`src/rtl/core/pse_pkg.sv`:
```
`default_nettype none

package pse_pkg;

    // shortest run that is reported
    localparam int MIN_LEN    = 4;
    // characters held back before a run is known to be long enough
    localparam int HOLD_DEPTH = MIN_LEN - 1;
    // most results one request can cause: burst plus closing newline
    localparam int RES_DEPTH  = MIN_LEN + 1;

    localparam int RL_W  = $clog2(MIN_LEN + 1);
    localparam int CNT_W = $clog2(RES_DEPTH + 1);
    localparam int IDX_W = $clog2(RES_DEPTH);

    typedef logic [7:0]      t_byte;
    typedef logic [6:0]      t_char7;
    typedef logic [RL_W-1:0] t_run_len;
    typedef logic [CNT_W-1:0] t_res_cnt;

    localparam t_byte CH_LOW     = 8'd32;
    localparam t_byte CH_HIGH    = 8'd126;
    localparam t_byte CH_NEWLINE = 8'd10;
    localparam t_byte CH_ZERO    = 8'd0;

endpackage

`default_nettype wire

```
`src/rtl/core/pse_in_if.sv`:
```
`default_nettype none

interface pse_in_if
    import pse_pkg::*;
();
    logic  valid;
    logic  ready;
    t_byte in_byte;
    logic  in_last;

    modport source (output valid, output in_byte, output in_last, input ready);
    modport sink   (input valid, input in_byte, input in_last, output ready);
endinterface

`default_nettype wire

```
`src/rtl/core/pse_out_if.sv`:
```
`default_nettype none

interface pse_out_if
    import pse_pkg::*;
();
    logic  valid;
    logic  ready;
    t_byte out_char;
    logic  out_run_last;

    modport source (output valid, output out_char, output out_run_last, input ready);
    modport sink   (input valid, input out_char, input out_run_last, output ready);
endinterface

`default_nettype wire

```
`src/rtl/core/printable_string_extractor.sv`:
```
`default_nettype none

// printable string extractor
// i_in carries one data byte per request plus a last flag marking the end of
// the data. o_out carries the extracted text one character per request:
// run characters, each run closed by a newline, and out_run_last set on the
// final result caused by a given input request.
// runs of printable ascii shorter than MIN_LEN give no output; the first
// MIN_LEN-1 characters are held back and released as one burst once the run
// is long enough, later characters stream through one for one.
// an accepted input passes the input register, then the result register,
// before its first result is offered on o_out.
// throughput: one input per cycle while each input yields at most one
// result and o_out is ready; an input that yields several results (at most
// MIN_LEN+1) holds the result register while o_out drains it one per cycle.
// inputs with no result still pass the result stage and do not hold it.
// when the receiver stalls, the pending results hold and one more input is
// still taken into the input register; i_in.ready then drops.
// reset (synchronous, active low) empties both registers and clears the run
// length and the pending-zero flag; held characters need no reset.

module printable_string_extractor
    import pse_pkg::*;
(
    input  wire       i_clk,
    input  wire       i_rst_n,
    pse_in_if.sink    i_in,
    pse_out_if.source o_out
);

    // input register
    logic     r_in_vld;
    t_byte    r_in_byte;
    logic     r_in_last;

    // scan state
    t_run_len r_rl;
    logic     r_pz;
    t_char7   r_held [HOLD_DEPTH];

    // result register, drained from entry 0
    t_byte    r_res [RES_DEPTH];
    t_res_cnt r_cnt;

    // next values
    t_run_len n_rl;
    logic     n_pz;
    t_byte    n_res [RES_DEPTH];
    t_res_cnt n_cnt;
    logic     hold_wr;

    logic     in_fire;
    logic     out_fire;
    logic     move;
    logic     printable;

    assign out_fire  = o_out.valid && o_out.ready;
    assign in_fire   = i_in.valid && i_in.ready;
    // result stage frees up when empty or when its last character leaves
    assign move      = r_in_vld &&
                       ((r_cnt == '0) || (out_fire && (r_cnt == t_res_cnt'(1))));
    assign i_in.ready = !r_in_vld || move;

    assign o_out.valid        = (r_cnt != '0);
    assign o_out.out_char     = r_res[0];
    assign o_out.out_run_last = (r_cnt == t_res_cnt'(1));

    assign printable = (r_in_byte >= CH_LOW) && (r_in_byte <= CH_HIGH);

    // one pass over the registered byte
    always_comb begin
        logic add;
        add     = 1'b0;
        n_rl    = r_rl;
        n_pz    = r_pz;
        n_cnt   = '0;
        hold_wr = 1'b0;
        for (int k = 0; k < RES_DEPTH; k++) begin
            n_res[k] = CH_NEWLINE;
        end

        if (r_pz) begin
            // zero before: printable byte joins the run, anything else ends it
            n_pz = 1'b0;
            if (printable) begin
                add = 1'b1;
            end else begin
                if (r_rl == t_run_len'(MIN_LEN)) begin
                    n_res[0] = CH_NEWLINE;
                    n_cnt    = t_res_cnt'(1);
                end
                n_rl = '0;
                n_pz = (r_in_byte == CH_ZERO);
            end
        end else if (printable) begin
            add = 1'b1;
        end else if (r_in_byte == CH_ZERO) begin
            n_pz = 1'b1;
        end else begin
            if (r_rl == t_run_len'(MIN_LEN)) begin
                n_res[0] = CH_NEWLINE;
                n_cnt    = t_res_cnt'(1);
            end
            n_rl = '0;
        end

        if (add) begin
            if (r_rl < t_run_len'(HOLD_DEPTH)) begin
                hold_wr = 1'b1;
                n_rl    = r_rl + t_run_len'(1);
            end else if (r_rl == t_run_len'(HOLD_DEPTH)) begin
                // run reaches minimum: release held characters plus this one
                for (int k = 0; k < HOLD_DEPTH; k++) begin
                    n_res[k] = {1'b0, r_held[k]};
                end
                n_res[HOLD_DEPTH] = r_in_byte;
                n_cnt             = t_res_cnt'(MIN_LEN);
                n_rl              = t_run_len'(MIN_LEN);
            end else begin
                n_res[0] = r_in_byte;
                n_cnt    = t_res_cnt'(1);
            end
        end

        // end of data flushes the run
        if (r_in_last) begin
            n_pz = 1'b0;
            if (n_rl == t_run_len'(MIN_LEN)) begin
                n_res[n_cnt[IDX_W-1:0]] = CH_NEWLINE;
                n_cnt                   = n_cnt + t_res_cnt'(1);
            end
            n_rl = '0;
        end
    end

    // input register
    always_ff @(posedge i_clk) begin
        if (!i_rst_n) begin
            r_in_vld <= 1'b0;
        end else if (in_fire) begin
            r_in_vld <= 1'b1;
        end else if (move) begin
            r_in_vld <= 1'b0;
        end
        if (in_fire) begin
            r_in_byte <= i_in.in_byte;
            r_in_last <= i_in.in_last;
        end
    end

    // scan state
    always_ff @(posedge i_clk) begin
        if (!i_rst_n) begin
            r_rl <= '0;
            r_pz <= 1'b0;
        end else if (move) begin
            r_rl <= n_rl;
            r_pz <= n_pz;
        end
    end

    always_ff @(posedge i_clk) begin
        for (int k = 0; k < HOLD_DEPTH; k++) begin
            if (move && hold_wr && (r_rl == t_run_len'(k))) begin
                r_held[k] <= r_in_byte[6:0];
            end
        end
    end

    // result register: load on move, shift on each accepted character
    always_ff @(posedge i_clk) begin
        if (!i_rst_n) begin
            r_cnt <= '0;
        end else if (move) begin
            r_cnt <= n_cnt;
        end else if (out_fire) begin
            r_cnt <= r_cnt - t_res_cnt'(1);
        end
        if (move) begin
            r_res <= n_res;
        end else if (out_fire) begin
            for (int k = 0; k < RES_DEPTH - 1; k++) begin
                r_res[k] <= r_res[k+1];
            end
        end
    end

`ifndef ASSERT_OFF
    a_rl_range: assert property (@(posedge i_clk) disable iff (!i_rst_n)
        r_rl <= t_run_len'(MIN_LEN))
        else $error("run length beyond minimum");

    a_cnt_range: assert property (@(posedge i_clk) disable iff (!i_rst_n)
        r_cnt <= t_res_cnt'(RES_DEPTH))
        else $error("result count overflow");

    a_flush: assert property (@(posedge i_clk) disable iff (!i_rst_n)
        (move && r_in_last) |=> (r_rl == '0) && !r_pz)
        else $error("state not cleared after last byte");

    a_stall_hold: assert property (@(posedge i_clk) disable iff (!i_rst_n)
        (o_out.valid && !o_out.ready) |=> $stable(r_cnt) && $stable(r_res[0]))
        else $error("pending result changed during stall");

    a_no_move_busy: assert property (@(posedge i_clk) disable iff (!i_rst_n)
        (r_cnt > t_res_cnt'(1)) |-> !move)
        else $error("result register overwritten");
`endif

endmodule

`default_nettype wire
```
`src/flat_wrapper.sv`:
```
// flat-port wrapper written by rule: the top's interface ports become plain ports
module printable_string_extractor_flat import pse_pkg::*;
  (i_clk, i_rst_n, i_in_valid, i_in_in_byte, i_in_in_last, i_in_ready, o_out_valid, o_out_out_char, o_out_out_run_last, o_out_ready);
  pse_in_if i_in_i ();
  pse_out_if o_out_i ();
  input  wire i_clk;
  input  wire i_rst_n;
  input wire logic [$bits(i_in_i.valid)-1:0] i_in_valid;
  input wire logic [$bits(i_in_i.in_byte)-1:0] i_in_in_byte;
  input wire logic [$bits(i_in_i.in_last)-1:0] i_in_in_last;
  output wire logic [$bits(i_in_i.ready)-1:0] i_in_ready;
  output wire logic [$bits(o_out_i.valid)-1:0] o_out_valid;
  output wire logic [$bits(o_out_i.out_char)-1:0] o_out_out_char;
  output wire logic [$bits(o_out_i.out_run_last)-1:0] o_out_out_run_last;
  input wire logic [$bits(o_out_i.ready)-1:0] o_out_ready;
  assign i_in_i.valid = i_in_valid;
  assign i_in_i.in_byte = i_in_in_byte;
  assign i_in_i.in_last = i_in_in_last;
  assign i_in_ready = i_in_i.ready;
  assign o_out_valid = o_out_i.valid;
  assign o_out_out_char = o_out_i.out_char;
  assign o_out_out_run_last = o_out_i.out_run_last;
  assign o_out_i.ready = o_out_ready;
  printable_string_extractor u_core (.i_clk(i_clk), .i_rst_n(i_rst_n), .i_in(i_in_i), .o_out(o_out_i));
endmodule
```
`config.mk`:
```
export PLATFORM = sky130hd
export DESIGN_NAME = printable_string_extractor_flat
export DESIGN_NICKNAME = d
export VERILOG_FILES = /design/src/rtl/core/pse_pkg.sv /design/src/rtl/core/pse_in_if.sv /design/src/rtl/core/pse_out_if.sv /design/src/rtl/core/printable_string_extractor.sv /design/src/flat_wrapper.sv
export SDC_FILE = /design/constraint.sdc
export NUM_CORES = 1
export LEC_CHECK = 0
export ABC_AREA = 0
export CAP_MARGIN = 5
export CORE_MARGIN = 2
export CORE_UTILIZATION = 56
export DETAILED_ROUTE_END_ITERATION = 8
export DONT_BUFFER_PORTS = 1
export GPL_ROUTABILITY_DRIVEN = 0
export PLACE_DENSITY = 0.74
export SYNTH_ARGS = -nofsm -noshare
export SYNTH_HDL_FRONTEND = slang
export SYNTH_SLANG_ARGS = --single-unit
```
`constraint.sdc`:
```
create_clock -name i_clk -period 2.3 [get_ports i_clk]
set_clock_uncertainty 0.15 [all_clocks]
set_input_delay 0.23 -clock i_clk [delete_from_list [all_inputs] [get_ports i_clk]]
set_output_delay 0.23 -clock i_clk [all_outputs]
set_load 0.01 [all_outputs]
```
# --- Word-level counts from Yosys, hierarchy flattened ---
# Memory sizes are Yosys's and may differ from the RTL's.
# Index checks and enable logic that the tools add are counted.
totals:
  regBits: 57
  ramBits: 21
  in_bits: 13
  out_inout_bits: 11
  word_cells: 104
  n_memories: 1
mem_list:
  columns: ["memory", "depth", "word_bits", "rd", "rd_clocked_by_memory_dff", "write_ports", "line", "text"]
  rows:
  - ["u_core.r_held", 3, 7, 3, 0, 1, "printable_string_extractor.sv:39", "t_char7 r_held [HOLD_DEPTH];"]
op_classes:
  n_addsub: 3
  magnitude_cmp: 5
  eq_ne: 6
  mux: 52
  bitwise: 4
  reduce_logical: 22
op_table:
  columns: ["operator", "n"]
  rows:
  - ["2-to-1 mux 32 bit", 4]
  - ["2-to-1 mux 40 bit", 2]
  - ["2-to-1 mux 3 bit", 19]
  - ["AND 30 bit", 1]
  - ["NOT 30 bit", 1]
  - ["demux 8 bit (select 3 bit)", 1]
  - ["2-to-1 mux 23 bit", 1]
  - ["2-to-1 mux 1 bit", 19]
  - ["2-to-1 mux 8 bit", 2]
  - ["2-to-1 mux 7 bit", 2]
  - ["OR reduction 7 bit", 2]
  - ["logical AND 1 bit", 10]
  - ["bitwise OR 10 bit", 1]
  - [">= comparator 8 x 6 -> 1 bit (second input constant)", 1]
  - ["less-or-equal comparator 8 x 7 -> 1 bit (second input constant)", 1]
  - ["logical NOT 8 bit", 1]
  - ["adder 3 x 1 -> 3 bit (second input constant)", 2]
  - ["== test 3 x 1 -> 1 bit (second input constant)", 2]
  - ["== test 3 x 2 -> 1 bit (second input constant)", 2]
  - ["== test 3 bit (second input constant)", 2]
  - ["logical NOT 3 bit", 2]
  - [">= comparator 4 bit (second input constant)", 1]
  - ["less-than comparator 4 x 1 -> 1 bit (second input constant)", 1]
  - ["2-to-1 mux 2 bit", 2]
  - ["other kinds (8)", 10]

# --- Logic depth before layout (Yosys ltp) ---
depth:
  depth_word: 17
  depth_mapped: 9

# --- Worst setup path after synthesis ---
# OpenSTA, ideal clock, no wires.
synth_timing:
  path_type: "register to register"
  startpoint: "reg u_core.r_in_byte[6]"
  endpoint: "reg u_core.r_cnt[0]"
  setup_time_ps: 127
  t_arrival_ps: 1903
  t_required_ps: 2023
  slack_ps: 120
  path_stages_with_launch: 8
  path_buffers: 0
  period_less_slack_ps: 2180
  cell_sequence: "edfxtp_1 nand4_2 o221ai_2 o21ai_0 a32o_1 ha_1 a21oi_1 a31oi_1"
synth_between:
  elab_chain_len: 11
  elab_cells_between_ends: 23
  classes_between: "add/sub (1); order compare (2); eq/ne (1); mux (17); reduce/logical (2)"
synth_rtl:
  columns: ["element", "line", "text"]
  rows:
  - ["start: declaration", "printable_string_extractor.sv:33", "t_byte r_in_byte;"]
  - ["start signal: assignment", "printable_string_extractor.sv:146", "r_in_byte <= i_in.in_byte;"]
  - ["branches (longest 9 deep; another with >= comparator 8 x 6 -> 1 bit)", null, null]
  - ["2-to-1 mux 3 bit (*)", "printable_string_extractor.sv:126", "if (r_in_last) begin"]
  - ["2-to-1 mux 3 bit (*)", "printable_string_extractor.sv:174", "end else if (move) begin"]
  - ["end signal: assignment", "printable_string_extractor.sv:175", "r_cnt <= n_cnt;"]
  - ["end signal: assignment", "printable_string_extractor.sv:177", "r_cnt <= r_cnt - t_res_cnt'(1);"]
  - ["end: declaration", "printable_string_extractor.sv:43", "t_res_cnt r_cnt;"]
# Every way passes the cells marked *.
# A chain may end at the register's enable or synchronous reset.

# --- Worst setup path in the final report ---
layout_timing:
  startpoint: "reg u_core.r_rl[0]"
  endpoint: "reg u_core.r_cnt[0]"
layout_between:
  elab_chain_len: 11
  elab_cells_between_ends: 24
  classes_between: "add/sub (2); order compare (1); eq/ne (3); mux (18)"
layout_rtl:
  columns: ["element", "line", "text"]
  rows:
  - ["start: declaration", "printable_string_extractor.sv:37", "t_run_len r_rl;"]
  - ["start signal: assignment", "printable_string_extractor.sv:157", "r_rl <= n_rl;"]
  - ["== test 3 bit", "printable_string_extractor.sv:88, printable_string_extractor.sv:100", null]
  - ["2-to-1 mux 1 bit", "printable_string_extractor.sv:88, printable_string_extractor.sv:100", null]
  - ["2-to-1 mux 3 bit", "printable_string_extractor.sv:97", "end else if (r_in_byte == CH_ZERO) begin"]
  - ["2-to-1 mux 3 bit", "printable_string_extractor.sv:95", "end else if (printable) begin"]
  - ["2-to-1 mux 3 bit", "printable_string_extractor.sv:82", "if (r_pz) begin"]
  - ["2-to-1 mux 3 bit", "printable_string_extractor.sv:108", "if (r_rl < t_run_len'(HOLD_DEPTH)) begin"]
  - ["2-to-1 mux 3 bit", "printable_string_extractor.sv:107", "if (add) begin"]
  - ["adder 3 x 1 -> 3 bit", "printable_string_extractor.sv:130", "n_cnt = n_cnt + t_res_cnt'(1);"]
  - ["2-to-1 mux 3 bit", "printable_string_extractor.sv:128", "if (n_rl == t_run_len'(MIN_LEN)) begin"]
  - ["2-to-1 mux 3 bit (*)", "printable_string_extractor.sv:126", null]
  - ["2-to-1 mux 3 bit (*)", "printable_string_extractor.sv:174", null]
# Mark *: on every way between the ends. The rest lies on a longest branch, timed or not.

==> results.md <==
- Final setup viols: 0
- CTS tree: yes
- Hold Fails Final Rpt: 0
- Cell count after synthesis: 214
- Worst path arrival time: 2.29 ns
- Startpoint types: register
- Period Utilization, post-route: 0.967
- Die Ht: just under 80 µm
- Synthesis Warnings: 0
- Bufs on Longest Clock Path: 2
- Post-Syn Area: 3010 µm²
- Htree depth: 3
- R2R Path Start: u_core.r_rl[0]
- Routed WL per cell: between 15 and 20 µm
- Core Region: 5140 µm²
- Slew Viols, Final: 0
- RSZ-0062 raised after global routing: no
- Final Util: 0.698
- Router iterations before antenna repair: 5
- Layout net count: 267
- Reg2reg path depth: 8
- Post-DR vias/cell: 5.89
- Post-Route Setup TNS: 0 ns
- Area grow syn2layout: 19.1%
- Worst hold path class: in2reg
- Synth top area cells: edfxtp_1 62%, dfxtp_1 5.3%, ha_1 3.7%
- Fillers: 357
- Overall die area: 5990 µm²
- Max-slew headroom: 0.580
- Top FF cell, synth: edfxtp_1
- Worst setup path category: reg2reg
- Chip Width: 77.4 µm
- Hold Path Depth: 3
- Layout cell share with drive strength beyond 1: 0.228
- Clock Sink Count: 70
- Commonest non-fill, non-tap cells in the layout: 62 x edfxtp_1, 20 x buf_4, 13 x inv_1, 13 x and2_1, 11 x dlygate4sd3_1
- LEAKAGE: 1.26 nW
- R2R setup slack: between 0.07 and 0.08 ns
- CTS root buffer: clkbuf_8
- WP data required: 2.37 ns
- DRT Wirelength: just under 6 mm
- Post-Synthesis Net Count: 236
- F_max: 0.450 GHz
- PortBufs: 0
- Max VDD drop: between 0.0004 and 0.0005 V
- Final non-filler cell total: between 300 and 400
- Tightest Pin Transition: 0.614 ns
- Critical path origin: u_core.r_rl[0]
- DRT iter0 DRCs: 121
- Yosys reg bits: 70
- Register area share after synthesis: 0.671
- Distinct cells, synth: between 40 and 50
- Starting Density: 0.586
- Clock transition at path regs: 0.07 ns
- Outcome: finished, final reports clean
- Setup crit end: u_core.r_cnt[0]
- Initial antenna violation count: 0
- Minimum clock period: roughly 2.2 ns
- Total gr overflow: 0
- Asr flop ratio synth: 0
- Global-route wire length before repair: 9.22 mm
- Area leader, netlist: edfxtp_1
- Post-DP HPWL: 3.91 mm
- Total power: 0.00343 W
- Max cap viols: 0
- Final antenna-violating net count: 0
- Placed cell count: 292
- N_diodes: 0
- Number of global-route vias before repair: approximately 1900
- Std-Cell Rows: 26
- Vias: between 1500 and 2000
- FF-to-FF End: u_core.r_cnt[0]
- Post-synth top area share: 0.618
- Power per cell area: 954 nW/µm²
- Drt drc: 0
- CTS Buf Count: 9
- Commonest non-fill, non-tap cell in the layout: edfxtp_1
- Largest net degree at the start of global routing: 33
- Syn_area_per_cell: 14.1 µm²
- EDFF count, synth: 62
- Skew-Pair Late Insertion Delay: 0.35 ns
- GRT Total Usage: 0.209
- Crit-path max FO: 6
- Top Ports: 24
- CP Capture Type: register
==> registers in the layout (all words and copies together) (netlist names) <==
register               count
u_core.r_in_vld            1
u_core.r_rl                3
u_core.o_out.out_char      8
u_core.r_held             21
u_core.r_in_byte           8
u_core.r_in_last           1
u_core.r_res              24
u_core.r_pz                1
u_core.r_cnt               3
==> synthesized netlist by cell type (3+ instances only) <==
master / number
buf_2: 6
a221o_1: 5
and3_1: 4
nand3_1: 6
a22o_1: 10
nand2_1: 9
buf_4: 8
inv_1: 13
nor3_1: 3
ha_1: 9
and2_1: 13
edfxtp_1: 62
o22a_1: 4
a21oi_1: 10
nor2_1: 8
dfxtp_1: 8
==> worst min path at each step <==
stage | start | end | slack (ns)
CTS | i_rst_n | u_core.r_rl[1] | 0.004
global placement | i_in_in_byte[0] | u_core.r_in_byte[0] | 0.18
floorplan | i_in_in_byte[0] | u_core.r_in_byte[0] | 0.18
finish | i_rst_n | u_core.r_rl[1] | 0.005
detailed placement | i_in_in_byte[0] | u_core.r_in_byte[0] | 0.18
global route | i_rst_n | u_core.r_rl[1] | 0.005
==> cell families (layout without fill, tap and decap cells) <==
logic type      after synthesis  in the layout  share of synthesized area
buf+inv                      29             65                     0.0536
fa+ha+maj                     9              9                     0.0374
other cells                   1              1                    0.00124
compound gates               47             47                      0.126
simple gates                 56             56                      0.103
flops                        70             70                      0.671
mux                           2              2                    0.00747
==> where the power goes <==
group	internal (W)	leakage [nW]	switching [W]
combinational	0.000257	0.513	0.000339
clock	0.000614	0.114	0.000472
sequential	0.00165	0.632	0.0000960
total	0.00252	1.26	0.000906
==> critical path, stage by stage, from the launching register on <==
cell and delay [ns]:
dfxtp_4 0.37, ha_1 0.22, ha_1 0.29, mux2_2 0.29, a21oi_1 0.15, a32o_1 0.17
ha_1 0.24, a21oi_2 0.13, a31oi_1 0.09
==> through the flow <==
step	worst slack [ns]	instance area, µm²	hold WS (ns)
2_1_floorplan	0.120	3010	0.179
5_1_grt	0.0105	3590	0.00468
6_report	0.0763	3590	0.00500
3_3_place_gp	0.0879	3210	0.179
3_5_place_dp	0.0272	3210	0.179
4_1_cts	0.00907	3540	0.00408
==> final cells by class <==
| type | instances | area (µm²) | share of cell area |
|---|---|---|---|
| Inverter | 13 | 48.8 | 0.0136 |
| Multi-Input combinational cell | 115 | 858 | 0.239 |
| Clock inverter | 7 | 96.3 | 0.0268 |
| Sequential cell | 70 | 2030 | 0.566 |
| Tap cell | 70 | 87.6 | 0.0244 |
| Clock buffer | 9 | 124 | 0.0345 |
| Timing Repair Buffer | 36 | 343 | 0.0955 |
==> metal layers <==
metal  vias to the layer above  wire length, µm  track usage  part of all wire
li1                        879                -            -                 -
met5                         -                0            0                 0
met3                        21              240       0.0570             0.041
met2                        73             2940        0.337              0.50
met4                         0              207        0.138             0.035
met1                       912             2470        0.247              0.42
==> timing repair <==
item,4_1_cts,5_1_grt
gates resized for setup,1,13
hold buffers,11,0
pin swaps,0,1
hold endpoints to repair,16,0
setup endpoints to repair,1,23
setup buffers,0,1
No activity file was read; power rests on OpenSTA's default activity.
